--- config.mk ---
export PLATFORM = sky130hd
export DESIGN_NAME = two_class_priority_queue
export DESIGN_NICKNAME = d
export VERILOG_FILES = /design/src/rtl/tpq_pkg.sv /design/src/rtl/tpq_cell.sv /design/src/rtl/two_class_priority_queue.sv
export SDC_FILE = /design/constraint.sdc
export NUM_CORES = 1
export LEC_CHECK = 0
export BUFFER_PORTS_ARGS = -buffer_cell sky130_fd_sc_hd__buf_2
export CAP_MARGIN = 20
export CORE_MARGIN = 3
export CORE_UTILIZATION = 25
export DETAILED_ROUTE_END_ITERATION = 10
export PLACE_DENSITY_LB_ADDON = 0.08
export SYNTH_ARGS = -nofsm -noshare
export SYNTH_HDL_FRONTEND = slang
export SYNTH_SLANG_ARGS = --single-unit
--- constraint.sdc ---
create_clock -name clock -period 9.4 [get_ports clock]
set_clock_uncertainty 0.05 [all_clocks]
set_input_delay 2.82 -clock clock [delete_from_list [all_inputs] [get_ports clock]]
set_output_delay 2.82 -clock clock [all_outputs]
set_load 0.05 [all_outputs]
--- src/rtl/tpq_pkg.sv ---
// ----------------------------------------------------------------------------
// tpq_pkg
// Shared types and codes of the two-class priority queue: operation and
// status codes, field widths and the control bundle sent to every cell.
// ----------------------------------------------------------------------------
package tpq_pkg;

   localparam int AGE_BITS     = 8;
   localparam int ID_PORT_BITS = 16;
   localparam int COUNT_BITS   = 5;

   localparam logic [1:0] OP_INSERT   = 2'd0;
   localparam logic [1:0] OP_SERVE    = 2'd1;
   localparam logic [1:0] OP_WITHDRAW = 2'd2;
   localparam logic [1:0] OP_QUERY    = 2'd3;

   localparam logic [1:0] ST_OK      = 2'd0;
   localparam logic [1:0] ST_DUP     = 2'd1;
   localparam logic [1:0] ST_FULL    = 2'd2;
   localparam logic [1:0] ST_MISSING = 2'd3;

   localparam logic [AGE_BITS-1:0] THRESHOLD_RESET = 8'd60;

   // control broadcast to the row of cells
   typedef struct packed {
      logic                capture;   // latch id compare result
      logic                ins;       // insert takes effect
      logic                rem;       // removal takes effect
      logic                new_pref;  // class of the entry being inserted
      logic [AGE_BITS-1:0] age;       // age of the entry being inserted
   } ctrl_type;

endpackage

--- src/rtl/tpq_cell.sv ---
// ----------------------------------------------------------------------------
// tpq_cell
// One slot of the queue. Holds an id, an age and a class bit, compares its
// id against the incoming id, and on insert or removal takes its new value
// from the left neighbor, the right neighbor or the inserted entry.
// ----------------------------------------------------------------------------
module tpq_cell #(
   parameter int KEY_BITS = 16
) (
   input  logic                         clock,
   input  tpq_pkg::ctrl_type            ctrl,
   input  logic [KEY_BITS-1:0]          cmp_key,
   input  logic [KEY_BITS-1:0]          new_key,
   input  logic                         occ,
   input  logic                         after,
   input  logic                         left_occ,
   input  logic                         left_pref,
   input  logic [KEY_BITS-1:0]          left_key,
   input  logic [tpq_pkg::AGE_BITS-1:0] left_age,
   input  logic [KEY_BITS-1:0]          right_key,
   input  logic [tpq_pkg::AGE_BITS-1:0] right_age,
   input  logic                         right_pref,
   output logic [KEY_BITS-1:0]          key,
   output logic [tpq_pkg::AGE_BITS-1:0] age,
   output logic                         pref,
   output logic                         hit
);
   import tpq_pkg::*;

   logic [KEY_BITS-1:0] key_ff, key_in;
   logic [AGE_BITS-1:0] age_ff, age_in;
   logic                pref_ff, pref_in;
   logic                hit_ff;
   logic                at_here;
   logic                shift_here;

   // preferential entries form a prefix, so the insert point and the shift
   // region are found from the left neighbor and the cell's own occupancy and class
   always_comb begin
      if (ctrl.new_pref) begin
         at_here    = left_occ & left_pref & ~(occ & pref_ff);
         shift_here = left_occ & ~left_pref;
      end else begin
         at_here    = left_occ & ~occ;
         shift_here = 1'b0;
      end
   end

   always_comb begin
      key_in  = key_ff;
      age_in  = age_ff;
      pref_in = pref_ff;
      priority if (ctrl.ins && at_here) begin
         key_in  = new_key;
         age_in  = ctrl.age;
         pref_in = ctrl.new_pref;
      end else if (ctrl.ins && shift_here) begin
         key_in  = left_key;
         age_in  = left_age;
         pref_in = left_pref;
      end else if (ctrl.rem && after) begin
         key_in  = right_key;
         age_in  = right_age;
         pref_in = right_pref;
      end
   end

   always_ff @(posedge clock) begin
      key_ff  <= key_in;
      age_ff  <= age_in;
      pref_ff <= pref_in;
      if (ctrl.capture) begin
         hit_ff <= occ & (key_ff == cmp_key);
      end
   end

   assign key  = key_ff;
   assign age  = age_ff;
   assign pref = pref_ff;
   assign hit  = hit_ff;

endmodule

--- src/rtl/two_class_priority_queue.sv ---
// ----------------------------------------------------------------------------
// two_class_priority_queue
// Bounded queue of (id, age) entries held in a row of cells, preferential
// entries ahead of ordinary ones, with serve, withdraw and query by id.
// ----------------------------------------------------------------------------
// Each operation runs in order: at the transfer every cell compares its id
// with the incoming one in parallel and registers the hit, and once the
// result register is free the row shifts by one place locally (insert or
// removal) and the result is registered. The block takes a new operation only
// after that shift, so it never starts an operation before the last is done;
// a stalled result holds the queue until it is taken. Ids are compared on
// their low ID_BITS bits. Slots need no clearing after reset.
module two_class_priority_queue #(
   parameter int DEPTH   = 16,
   parameter int ID_BITS = 16
) (
   input  logic                             clock,
   input  logic                             reset,
   input  logic                             req_valid,
   output logic                             req_stall,
   input  logic [1:0]                       req_op,
   input  logic [tpq_pkg::ID_PORT_BITS-1:0] req_person_id,
   input  logic [tpq_pkg::AGE_BITS-1:0]     req_age,
   output logic                             rsp_valid,
   input  logic                             rsp_stall,
   output logic                             rsp_ok,
   output logic [1:0]                       rsp_status,
   output logic [tpq_pkg::ID_PORT_BITS-1:0] rsp_served_id,
   output logic [tpq_pkg::AGE_BITS-1:0]     rsp_found_age,
   output logic [tpq_pkg::COUNT_BITS-1:0]   rsp_count,
   input  logic                             csr_psel,
   input  logic                             csr_penable,
   input  logic                             csr_pwrite,
   input  logic [2:0]                       csr_paddr,
   input  logic [31:0]                      csr_pwdata,
   output logic [31:0]                      csr_prdata,
   output logic                             csr_pready
);
   import tpq_pkg::*;

   localparam int KEY_BITS  = (ID_BITS < ID_PORT_BITS) ? ID_BITS : ID_PORT_BITS;
   localparam int CNT_BITS  = $clog2(DEPTH + 1);
   localparam int LEVELS    = (DEPTH > 1) ? $clog2(DEPTH) : 1;
   localparam logic [CNT_BITS-1:0] FULL_COUNT = CNT_BITS'(DEPTH);

   // configuration
   logic [AGE_BITS-1:0] thresh_ff;
   logic                csr_write;

   assign csr_pready = 1'b1;
   assign csr_write  = csr_psel & csr_penable & csr_pwrite & ~csr_paddr[2];
   assign csr_prdata = csr_paddr[2] ? 32'd0 : 32'(thresh_ff);

   always_ff @(posedge clock) begin
      if (reset) begin
         thresh_ff <= THRESHOLD_RESET;
      end else if (csr_write) begin
         thresh_ff <= csr_pwdata[AGE_BITS-1:0];
      end
   end

   // operation control
   logic                busy_ff;
   logic [1:0]          op_ff;
   logic [KEY_BITS-1:0] key_ff;
   logic [AGE_BITS-1:0] age_ff;
   logic                pref_ff;
   logic [CNT_BITS-1:0] count_ff, count_in;
   logic                accept;
   logic                apply;

   assign req_stall = busy_ff;
   assign accept    = req_valid & ~busy_ff;
   assign apply     = busy_ff & (~rsp_valid | ~rsp_stall);

   always_ff @(posedge clock) begin
      if (reset) begin
         busy_ff <= 1'b0;
      end else if (accept) begin
         busy_ff <= 1'b1;
      end else if (apply) begin
         busy_ff <= 1'b0;
      end
   end

   always_ff @(posedge clock) begin
      if (accept) begin
         op_ff   <= req_op;
         key_ff  <= req_person_id[KEY_BITS-1:0];
         age_ff  <= req_age;
         pref_ff <= (req_age >= thresh_ff);
      end
   end

   // row of cells
   logic [KEY_BITS-1:0] cell_key [DEPTH];
   logic [AGE_BITS-1:0] cell_age [DEPTH];
   logic [DEPTH-1:0]    cell_pref;
   logic [DEPTH-1:0]    cell_hit;
   logic [DEPTH-1:0]    occ;
   logic [DEPTH-1:0]    after;
   logic [DEPTH-1:0]    hit_prefix;
   logic [DEPTH-1:0]    scan [LEVELS+1];
   ctrl_type            ctrl;
   logic                any_hit;
   logic                full;
   logic                empty;

   always_comb begin
      for (int i = 0; i < DEPTH; i++) begin
         occ[i] = (count_ff > CNT_BITS'(i));
      end
   end

   // parallel prefix or of the one-hot hit vector marks the removed slot and
   // every slot to its right
   always_comb begin
      scan[0] = cell_hit;
      for (int l = 0; l < LEVELS; l++) begin
         for (int i = 0; i < DEPTH; i++) begin
            if (i >= (1 << l)) begin
               scan[l+1][i] = scan[l][i] | scan[l][i - (1 << l)];
            end else begin
               scan[l+1][i] = scan[l][i];
            end
         end
      end
      hit_prefix = scan[LEVELS];
   end

   assign any_hit = |cell_hit;
   assign full    = (count_ff == FULL_COUNT);
   assign empty   = (count_ff == '0);
   assign after   = (op_ff == OP_SERVE) ? {DEPTH{1'b1}} : hit_prefix;

   always_comb begin
      ctrl.capture  = accept;
      ctrl.ins      = apply & (op_ff == OP_INSERT) & ~any_hit & ~full;
      ctrl.rem      = apply & (((op_ff == OP_SERVE) & ~empty) |
                               ((op_ff == OP_WITHDRAW) & any_hit));
      ctrl.new_pref = pref_ff;
      ctrl.age      = age_ff;
   end

   for (genvar g = 0; g < DEPTH; g++) begin : g_cell
      logic                left_occ;
      logic                left_pref;
      logic [KEY_BITS-1:0] left_key;
      logic [AGE_BITS-1:0] left_age;
      logic [KEY_BITS-1:0] right_key;
      logic [AGE_BITS-1:0] right_age;
      logic                right_pref;

      if (g == 0) begin : g_head
         assign left_occ  = 1'b1;
         assign left_pref = 1'b1;
         assign left_key  = '0;
         assign left_age  = '0;
      end else begin : g_body
         assign left_occ  = occ[g-1];
         assign left_pref = cell_pref[g-1];
         assign left_key  = cell_key[g-1];
         assign left_age  = cell_age[g-1];
      end

      if (g == DEPTH - 1) begin : g_tail
         assign right_key  = '0;
         assign right_age  = '0;
         assign right_pref = 1'b0;
      end else begin : g_inner
         assign right_key  = cell_key[g+1];
         assign right_age  = cell_age[g+1];
         assign right_pref = cell_pref[g+1];
      end

      tpq_cell #(
         .KEY_BITS (KEY_BITS)
      ) u_cell (
         .clock      (clock),
         .ctrl       (ctrl),
         .cmp_key    (req_person_id[KEY_BITS-1:0]),
         .new_key    (key_ff),
         .occ        (occ[g]),
         .after      (after[g]),
         .left_occ   (left_occ),
         .left_pref  (left_pref),
         .left_key   (left_key),
         .left_age   (left_age),
         .right_key  (right_key),
         .right_age  (right_age),
         .right_pref (right_pref),
         .key        (cell_key[g]),
         .age        (cell_age[g]),
         .pref       (cell_pref[g]),
         .hit        (cell_hit[g])
      );
   end

   // result
   logic [AGE_BITS-1:0]     hit_age;
   logic [1:0]              status_in;
   logic [ID_PORT_BITS-1:0] served_in;
   logic [AGE_BITS-1:0]     found_in;

   always_comb begin
      hit_age = '0;
      for (int i = 0; i < DEPTH; i++) begin
         hit_age = hit_age | (cell_hit[i] ? cell_age[i] : '0);
      end
   end

   always_comb begin
      status_in = ST_OK;
      served_in = '0;
      found_in  = '0;
      unique case (op_ff)
         OP_INSERT: begin
            if (any_hit) begin
               status_in = ST_DUP;
            end else if (full) begin
               status_in = ST_FULL;
            end
         end
         OP_SERVE: begin
            if (empty) begin
               status_in = ST_MISSING;
            end else begin
               served_in = ID_PORT_BITS'(cell_key[0]);
            end
         end
         OP_WITHDRAW: begin
            if (!any_hit) begin
               status_in = ST_MISSING;
            end
         end
         OP_QUERY: begin
            if (any_hit) begin
               found_in = hit_age;
            end else begin
               status_in = ST_MISSING;
            end
         end
         default: begin
            status_in = ST_MISSING;
         end
      endcase
   end

   always_comb begin
      count_in = count_ff;
      if (ctrl.ins) begin
         count_in = count_ff + 1'b1;
      end else if (ctrl.rem) begin
         count_in = count_ff - 1'b1;
      end
   end

   always_ff @(posedge clock) begin
      if (reset) begin
         count_ff <= '0;
      end else begin
         count_ff <= count_in;
      end
   end

   logic                    rsp_valid_ff;
   logic                    rsp_ok_ff;
   logic [1:0]              rsp_status_ff;
   logic [ID_PORT_BITS-1:0] rsp_served_ff;
   logic [AGE_BITS-1:0]     rsp_found_ff;
   logic [COUNT_BITS-1:0]   rsp_count_ff;

   always_ff @(posedge clock) begin
      if (reset) begin
         rsp_valid_ff <= 1'b0;
      end else if (apply) begin
         rsp_valid_ff <= 1'b1;
      end else if (!rsp_stall) begin
         rsp_valid_ff <= 1'b0;
      end
   end

   always_ff @(posedge clock) begin
      if (apply) begin
         rsp_ok_ff     <= (status_in == ST_OK);
         rsp_status_ff <= status_in;
         rsp_served_ff <= served_in;
         rsp_found_ff  <= found_in;
         rsp_count_ff  <= COUNT_BITS'(count_in);
      end
   end

   assign rsp_valid     = rsp_valid_ff;
   assign rsp_ok        = rsp_ok_ff;
   assign rsp_status    = rsp_status_ff;
   assign rsp_served_id = rsp_served_ff;
   assign rsp_found_age = rsp_found_ff;
   assign rsp_count     = rsp_count_ff;

   // checks
   a_count_bound: assert property (@(posedge clock) disable iff (reset)
      count_ff <= FULL_COUNT)
      else $error("entry count beyond depth");

   a_unique_hit: assert property (@(posedge clock) disable iff (reset)
      busy_ff |-> $onehot0(cell_hit))
      else $error("id matched in more than one slot");

   a_count_held: assert property (@(posedge clock) disable iff (reset)
      !apply |=> $stable(count_ff))
      else $error("count changed without an operation");

   a_ok_status: assert property (@(posedge clock) disable iff (reset)
      rsp_valid_ff |-> (rsp_ok_ff == (rsp_status_ff == ST_OK)))
      else $error("ok flag disagrees with status");

   a_empty_serve: assert property (@(posedge clock) disable iff (reset)
      (apply && op_ff == OP_SERVE && empty) |=> (rsp_served_ff == '0))
      else $error("serve on empty queue returned an id");

endmodule

Yosys cells after proc, flatten, opt, wreduce, memory -nomap -nowiden
Cells that the tools add are included.
- $add $sub $neg: 2
- $lt $le $gt $ge: 17
- eq/ne operators: 21
- mux-type cells: 201
- bitwise gates (word level): 209
- reductions and logical operators: 71
- operators by type and width (operator ; number):
    $mux W16 ; 48
    $mux W8 ; 64
    $eq A16 B16 Y1 ; 16
    $or A8 B8 Y8 ; 15
    $and A1 B1 Y1 ; 88
    $mux W1 ; 82
    $not A1 Y1 ; 55
    $or A1 B1 Y1 ; 51
    $logic_and A1 B1 Y1 ; 47
    $reduce_bool A3 Y1 ; 15
    $gt A5 B4 Y1 const B ; 8
    $gt A5 B3 Y1 const B ; 4
    $reduce_or A16 Y1 ; 1
    $gt A5 B1 Y1 const B ; 2
    $gt A5 B2 Y1 const B ; 2
    $mux W5 ; 2
    $ge A8 B8 Y1 ; 1
    $mux W2 ; 4
    $pmux W2 S3 ; 1
    $add A5 B1 Y5 const B ; 1
    $eq A5 B5 Y1 const B ; 1
    $logic_not A5 Y1 ; 1
    $sub A5 B1 Y5 const B ; 1
    $eq A2 B2 Y1 const B ; 2
    other kinds (6) ; 9
- register bits after elaboration: 490
- input port bits: 68
- output and inout bits: 67
- word-level logic and storage cells: 598

Logic depth before layout (Yosys ltp)
Gate-level depths: netlist of the first run.
- depth in word-level cells: 16
- mapped depth: 12
- gate-level depth less buffers: 8

Hierarchy
From an unflattened synthesis of the first run, not the netlist that was laid out.
- cells, all modules: 2614
- area, all modules: 28496.1 um^2
- modules (own cells, without submodules) (module ; times used ; cells each ; area each (um^2) ; seq. area each (um^2)):
    tpq_cell ; 16 ; 139 ; 1519.0 ; 780.7
    two_class_priority_queue ; 1 ; 390 ; 4192.8 ; 2072.0

Worst setup path before layout of the first run
No wires, ideal clock.
- path kind: in2reg
- from: input rsp_stall
- to: register g_cell[2].u_cell.age_ff[0], enable pin
- library setup time: 496 ps
- arrival time: 7599 ps
- required time: 8854 ps
- slack: 1255 ps
- cell stages on the path: 5
- buffers on the path: 1
- path through: a21boi_2 > and3_1 > nand4_1 > clkbuf_1 > o311ai_0
- cells in the longest elaborated chain, start to end: 8
- elaborated cells between the ends (all ways): 11
- those cells by class: bitwise: 7; reduce/logical: 4
- RTL lines (what ; line ; text):
    start, declared ; two_class_priority_queue.sv:25 ; input logic rsp_stall,
    $not A1 Y1 * ; two_class_priority_queue.sv:74 ; assign apply = busy_ff & (~rsp_valid | ~rsp_stall);
    $or A1 B1 Y1 * ; two_class_priority_queue.sv:74 ;
    $and A1 B1 Y1 * ; two_class_priority_queue.sv:74 ;
    $and A1 B1 Y1 (3 in a row) ; two_class_priority_queue.sv:138 ; ctrl.ins = apply & (op_ff == OP_INSERT) & ~any_hit & ~full;
    $logic_and A1 B1 Y1 (on tied branches) ; tpq_cell.sv:57, tpq_cell.sv:53 ;
    $reduce_bool A3 Y1 (no source line) * ; - ;
    end signal, assigned ; tpq_cell.sv:70 ; age_ff <= age_in;
    end, declared ; tpq_cell.sv:31 ; logic [AGE_BITS-1:0] age_ff, age_in;
Mark *: on every way between the ends. The rest lies on a longest branch, timed or not.
A chain may end at the register's enable or synchronous reset.

Final worst setup path of the first run
- from: input rsp_stall
- to: register g_cell[11].u_cell.key_ff[10], enable pin
- cells in the longest elaborated chain, start to end: 8
- elaborated cells between the ends (all ways): 11
- those cells by class: bitwise: 7; reduce/logical: 4
- RTL lines (what ; line ; text):
    $not A1 Y1 * ; two_class_priority_queue.sv:74 ;
    $or A1 B1 Y1 * ; two_class_priority_queue.sv:74 ;
    $and A1 B1 Y1 * ; two_class_priority_queue.sv:74 ;
    named net apply ; two_class_priority_queue.sv:70 ; logic apply;
    $and A1 B1 Y1 (3 in a row) ; two_class_priority_queue.sv:138 ;
    $logic_and A1 B1 Y1 (on tied branches) ; tpq_cell.sv:57, tpq_cell.sv:53 ;
    $reduce_bool A3 Y1 (no source line) * ; - ;
    end signal, assigned ; tpq_cell.sv:69 ; key_ff <= key_in;
    end, declared ; tpq_cell.sv:30 ; logic [KEY_BITS-1:0] key_ff, key_in;
Mark *: on every way through the listed nets, which the timed path passes. The rest lies on a longest branch.

==> flow_metrics.env, run 1 <==
export IMPL_drtIter0Drc=1350
export IMPL_ir_drop_uv=145
export IMPL_netlist_area_mm2=0.0284
export IMPL_multi_input_area_mm2=0.0128
export IMPL_core_rowCount=123
export IMPL_maxSlewViolCount=0
export IMPL_finalCritPeriodShare=0.675
export IMPL_drive_above_1_share=0.106
export IMPL_arrival_ns=6.61
export IMPL_gp_congestion=0.838
export IMPL_whs_path_depth=2
export IMPL_netlist_area_leader_share=0.502
export IMPL_grt_max_degree=52
export IMPL_p_comb_frac=0.083
export IMPL_yosysUniqueCellTypes=76
export IMPL_coreArea_mm2=0.113
export IMPL_synth_seq_area_share=0.513
export IMPL_vias=20100
export IMPL_switching_share=0.264
export IMPL_layout_nets=2725
export IMPL_outcome="completed"
export IMPL_post_cts_setup_buffer_count=0
export IMPL_max_slew_worst_pin_slew_ns=1.05
export IMPL_grt_pass1_vias=20400
export IMPL_synth_top_area_cell="edfxtp_1"
export IMPL_cp_start_kind="primary input"
export IMPL_synth_common_cells="475 x edfxtp_1, 377 x nor2_1, 340 x a21oi_1"
export IMPL_p_leak_nw=11.5
export IMPL_synth_seq_cells=490
export IMPL_grt_remaining_overflow=0
export IMPL_ys_async_sr_fraction=0
export IMPL_hold_buffers=0
export IMPL_drcViolationCount=0
export IMPL_start_util=0.252
export IMPL_yosysMostFrequentCell="edfxtp_1"
export IMPL_avgSynthCellArea_um2=10.6
export IMPL_grt_pass1_wl_mm=151
export IMPL_worst_r2r_cell_count=7
export IMPL_synth_edf_count=475
export IMPL_areaGrowthSynthToFinish_pct=13.9
export IMPL_ant_nets=0
export IMPL_relSlewSlack=0.297
export IMPL_hold_class="flop to flop"
export IMPL_netlist_top_cells_area="edfxtp_1 50%, mux2i_1 12%, xor2_1 6.4%, a21oi_1 6.0%, nor2_1 5.0%"
export IMPL_min_period_ns=6.35
export IMPL_io_buffer_count=83
export IMPL_h_tree_depth=2
export IMPL_ys_warn_count=0
export IMPL_fin_util=0.287
export IMPL_dr_pass1_iters=5
export IMPL_pwr_share_seq=0.468
export IMPL_cts_max_path_buffers=3
export IMPL_switching_power_mw=1.46
export IMPL_post_drt_wl_per_cell_um=24.9
export IMPL_hpwl_mm=78.5
export IMPL_p_per_area_mw_per_mm2=171
export IMPL_register_area_mm2=0.0146
export IMPL_totalWireLength_mm=105
export IMPL_dieHeight_um=343
export IMPL_setup_viol=0
export IMPL_grt_total_usage=0.175
export IMPL_required_ns=9.66
export IMPL_setup_tns_ns=0
export IMPL_grt_antenna_before_repair=4
export IMPL_critPathKind="primary input to flop"
export IMPL_clock_latency_ns=0.66
export IMPL_cp_max_fo=50
export IMPL_ys_flop_type="edfxtp_1"
export IMPL_max_freq_mhz=158
export IMPL_die_x_um=343
export IMPL_finalHoldViolations=0
export IMPL_clkPwrFrac=0.449
export IMPL_synthCells=2677
export IMPL_cp_end_kind="flop"
export IMPL_cts_root_buf="clkbuf_16"
export IMPL_path_clk_slew_ns=0.06
export IMPL_tritoncts_num_sinks=490
export IMPL_viasPerCell=4.78
export IMPL_die_area_mm2=0.118
export IMPL_nFillCells=11800
export IMPL_ios=135
export IMPL_r2r_slack_ns=4.84
export IMPL_cap_violations=0
export IMPL_cts_buffers=61
export IMPL_rsz0062_at_grt="no"
export IMPL_cts_tree="built"
export IMPL_internal_power_mw=4.07
export IMPL_ctsResizeCount=0
power groups by stage:
stage          sequential, mW  combinational, mW  clock, mW
2_1_floorplan            2.59              0.301          0
3_3_place_gp             2.64              0.458          0
3_5_place_dp             2.64              0.458          0
4_1_cts                  2.59              0.460       2.58
5_1_grt                  2.60              0.495       2.65
6_report                 2.59              0.458       2.48
layer usage:
metal / track usage / part of all wire / up-vias
met2: 0.291 / 0.47 / 407
met3: 0.0183 / 0.033 / 136
met1: 0.240 / 0.47 / 9916
met4: 0.0499 / 0.027 / 0
li1: - / - / 9625
met5: 0 / 0 / -
cells by family after synthesis:
group           after synthesis  synth area share
xor+xnor                    260            0.0802
fa+ha+maj                    13           0.00573
mux                         337             0.119
flops                       490             0.513
simple gates                745             0.122
buf+inv                     282            0.0462
compound gates              548             0.113
other cells                   2          0.000264
cells in the final DEF, fill, tap and decap left out, types with 8 or more instances in the layout:
master / instances
o21ai_0: 50
a22oi_1: 47
buf_4: 59
nand4_1: 29
nor3_1: 19
bufinv_16: 8
or3_1: 8
dfxtp_1: 15
clkinv_1: 12
conb_1: 25
a21oi_1: 340
inv_1: 16
nor2b_1: 12
ha_1: 13
clkbuf_16: 62
nand3_1: 35
edfxtp_1: 475
nand2_1: 126
nand2b_1: 16
clkinv_2: 9
a22o_1: 33
and2_1: 21
xnor2_1: 51
buf_2: 83
nor4_1: 54
nor2_1: 373
a211oi_1: 11
mux2i_1: 337
xor2_1: 209
a221oi_1: 10
clkbuf_1: 12
state kept, by name, summed over array words and instances (netlist names):
signal	cells
age_ff	8
count_ff	5
g_cell.u_cell.age	128
g_cell.u_cell.hit	16
g_cell.u_cell.key	256
g_cell.u_cell.pref	16
key_ff	16
op_ff	2
pref_ff	1
req_stall	1
rsp_count	5
rsp_found_age	8
rsp_ok	1
rsp_served_id	16
rsp_status	2
rsp_valid	1
thresh_ff	8
path summary, 6_finish.rpt:
check | from | to
hold / removal | thresh_ff[6]$_SDFFE_PP0P_ | thresh_ff[6]$_SDFFE_PP0P_
setup / recovery | rsp_stall | g_cell[11].u_cell.key[10]$_DFFE_PP_
setup reg to reg | req_stall$_SDFFE_PP0P_ | g_cell[11].u_cell.key[10]$_DFFE_PP_
hold reg to reg | thresh_ff[6]$_SDFFE_PP0P_ | thresh_ff[6]$_SDFFE_PP0P_
stage by stage:
stage	cells	power [mW]	instance area, um^2	setup WS, ns	hold WS (ns)
6_report	4198	5.53	32300	3.05	0.412
5_1_grt	4197	5.75	32300	2.76	0.440
4_1_cts	4194	5.64	32300	3.02	0.413
3_5_place_dp	4078	3.10	30200	2.33	0.404
3_3_place_gp	4076	3.10	30200	2.36	0.401
2_1_floorplan	2700	2.89	28500	1.26	0.386
critical path: stages:
cell      delay, ns
buf_2          0.12
a21boi_4       0.69
buf_4          0.40
and3_1         0.24
nand3_1        0.55
or3_2          1.07
nand3_1        0.26
buf_4          0.38
area by class of cell:
type / count / share of cell area
diodes: 1 / 0.0000774
flip-flops and latches: 490 / 0.450
multi-input cells: 1928 / 0.396
repair buffers: 147 / 0.0293
well taps: 1500 / 0.0580
clock buffers: 79 / 0.0515
clock inverters: 37 / 0.0129
inverters: 16 / 0.00186
Note: power is estimated with default switching activity, not from simulation.
==> inputs of run 2 (changes only) <==
- clock period: 9.4 -> 5.9 ns (I/O delays scaled with it)
==> flow_metrics.env, run 2 (synthesis results as in run 1) <==
export IMPL_outcome="completed"
export IMPL_worst_r2r_cell_count=11
export IMPL_ios=135
export IMPL_h_tree_depth=2
export IMPL_dr_pass1_iters=5
export IMPL_stdcell_area_mm2=0.0321
export IMPL_finalCritPeriodShare=0.698
export IMPL_areaGrowthSynthToFinish_pct=13.2
export IMPL_grt_antenna_before_repair=2
export IMPL_min_period_ns=4.12
export IMPL_whs_path_depth=2
export IMPL_cts_root_buf="clkbuf_16"
export IMPL_grt_max_degree=51
export IMPL_core_rowCount=123
export IMPL_largest_register_ffs=256
export IMPL_critPathKind="primary input to output port"
export IMPL_grt_pass1_wl_mm=152
export IMPL_viasPerCell=4.76
export IMPL_max_slew_worst_pin_slew_ns=1.05
export IMPL_cts_max_path_buffers=3
export IMPL_cts_buffers=61
export IMPL_cts_tree="built"
export IMPL_rsz0062_at_grt="no"
export IMPL_die_area_mm2=0.118
export IMPL_fin_cells=4202
export IMPL_io_buffer_count=83
export IMPL_tritoncts_num_sinks=490
export IMPL_die_x_um=343
export IMPL_fin_ws_ns=1.78
export IMPL_max_freq_mhz=243
export IMPL_grt_total_usage=0.175
export IMPL_dieHeight_um=343
export IMPL_fin_util=0.285
export IMPL_grt_pass1_vias=20500
export IMPL_clock_latency_ns=0.65
export IMPL_place_ws_ns=1.25
export IMPL_required_ns=4.08
export IMPL_ir_drop_uv=192
export IMPL_hpwl_mm=79.3
export IMPL_drive_above_1_share=0.103
export IMPL_finalHoldViolations=0
export IMPL_coreArea_mm2=0.113
export IMPL_ctsResizeCount=0
export IMPL_start_util=0.252
export IMPL_cp_end_kind="output port"
export IMPL_cap_violations=0
export IMPL_setup_viol=0
export IMPL_hold_buffers=0
export IMPL_grt_remaining_overflow=0
export IMPL_p_leak_nw=11.5
export IMPL_cp_max_fo=10
export IMPL_layout_nets=2733
export IMPL_placed_area_mm2=0.0303
export IMPL_vias=20000
export IMPL_post_drt_wl_per_cell_um=24.9
export IMPL_p_per_area_mw_per_mm2=262
export IMPL_relSlewSlack=0.300
export IMPL_ant_nets=0
export IMPL_post_cts_setup_buffer_count=0
export IMPL_cp_start_kind="primary input"
export IMPL_path_clk_slew_ns=0.06
export IMPL_layout_common_cells="475 x edfxtp_1, 373 x nor2_1, 340 x a21oi_1"
export IMPL_arrival_ns=2.30
export IMPL_hold_class="flop to flop"
export IMPL_drtIter0Drc=1243
export IMPL_maxSlewViolCount=0
export IMPL_placedCellCount=4089
export IMPL_layout_commonest_cell="edfxtp_1"
export IMPL_totalWireLength_mm=105
export IMPL_gp_congestion=0.834
export IMPL_drcViolationCount=0
export IMPL_diodes=0
run 2: per-layer routing:
metal / up-vias / wire, um / part of all wire / global-route usage
li1: 9644 / - / - / -
met1: 9812 / 48900 / 0.47 / 0.241
met2: 416 / 49700 / 0.47 / 0.292
met4: 0 / 2680 / 0.026 / 0.0481
met3: 121 / 3380 / 0.032 / 0.0176
met5: - / 0 / 0 / 0
run 2: per-stage QoR:
stage / hold slack [ns] / power, mW / TNS, ns
6_report: 0.409 / 8.42 / 0
5_1_grt: 0.448 / 8.76 / 0
4_1_cts: 0.411 / 8.57 / 0
3_5_place_dp: 0.402 / 4.94 / 0
3_3_place_gp: 0.402 / 4.94 / 0
2_1_floorplan: 0.386 / 4.61 / -7.07
run 2: cell type report:
type                       count  area [um^2]
clock buffer                  84         1630
inverter                      16         60.1
tap                         1500         1880
sequential                   490        14600
clock inverter                29          186
fill                       11800        80500
timing repair buffer         155          993
multi-input combinational   1928        12800
run 2: worst max-delay path, cell delays in order:
cell	delay [ns]
buf_2	0.15
nor2b_1	0.11
buf_2	0.27
run 2: worst paths after layout:
| check | end | slack, ns | start |
|---|---|---|---|
| min reg2reg | thresh_ff[1]$_SDFFE_PP0P_ | 0.41 | thresh_ff[1]$_SDFFE_PP0P_ |
| min | thresh_ff[1]$_SDFFE_PP0P_ | 0.41 | thresh_ff[1]$_SDFFE_PP0P_ |
| max | csr_prdata[0] | 1.78 | csr_paddr[2] |
| max reg2reg | g_cell[14].u_cell.key[13]$_DFFE_PP_ | 1.79 | count_ff[0]$_SDFF_PP0_ |
run 2: power by group:
part           switching (mW)  total, mW  internal [mW]  leakage, nW
clock                    1.55       3.56           2.00        0.889
sequential              0.190       4.14           3.95         4.49
combinational           0.517      0.726          0.209         6.07
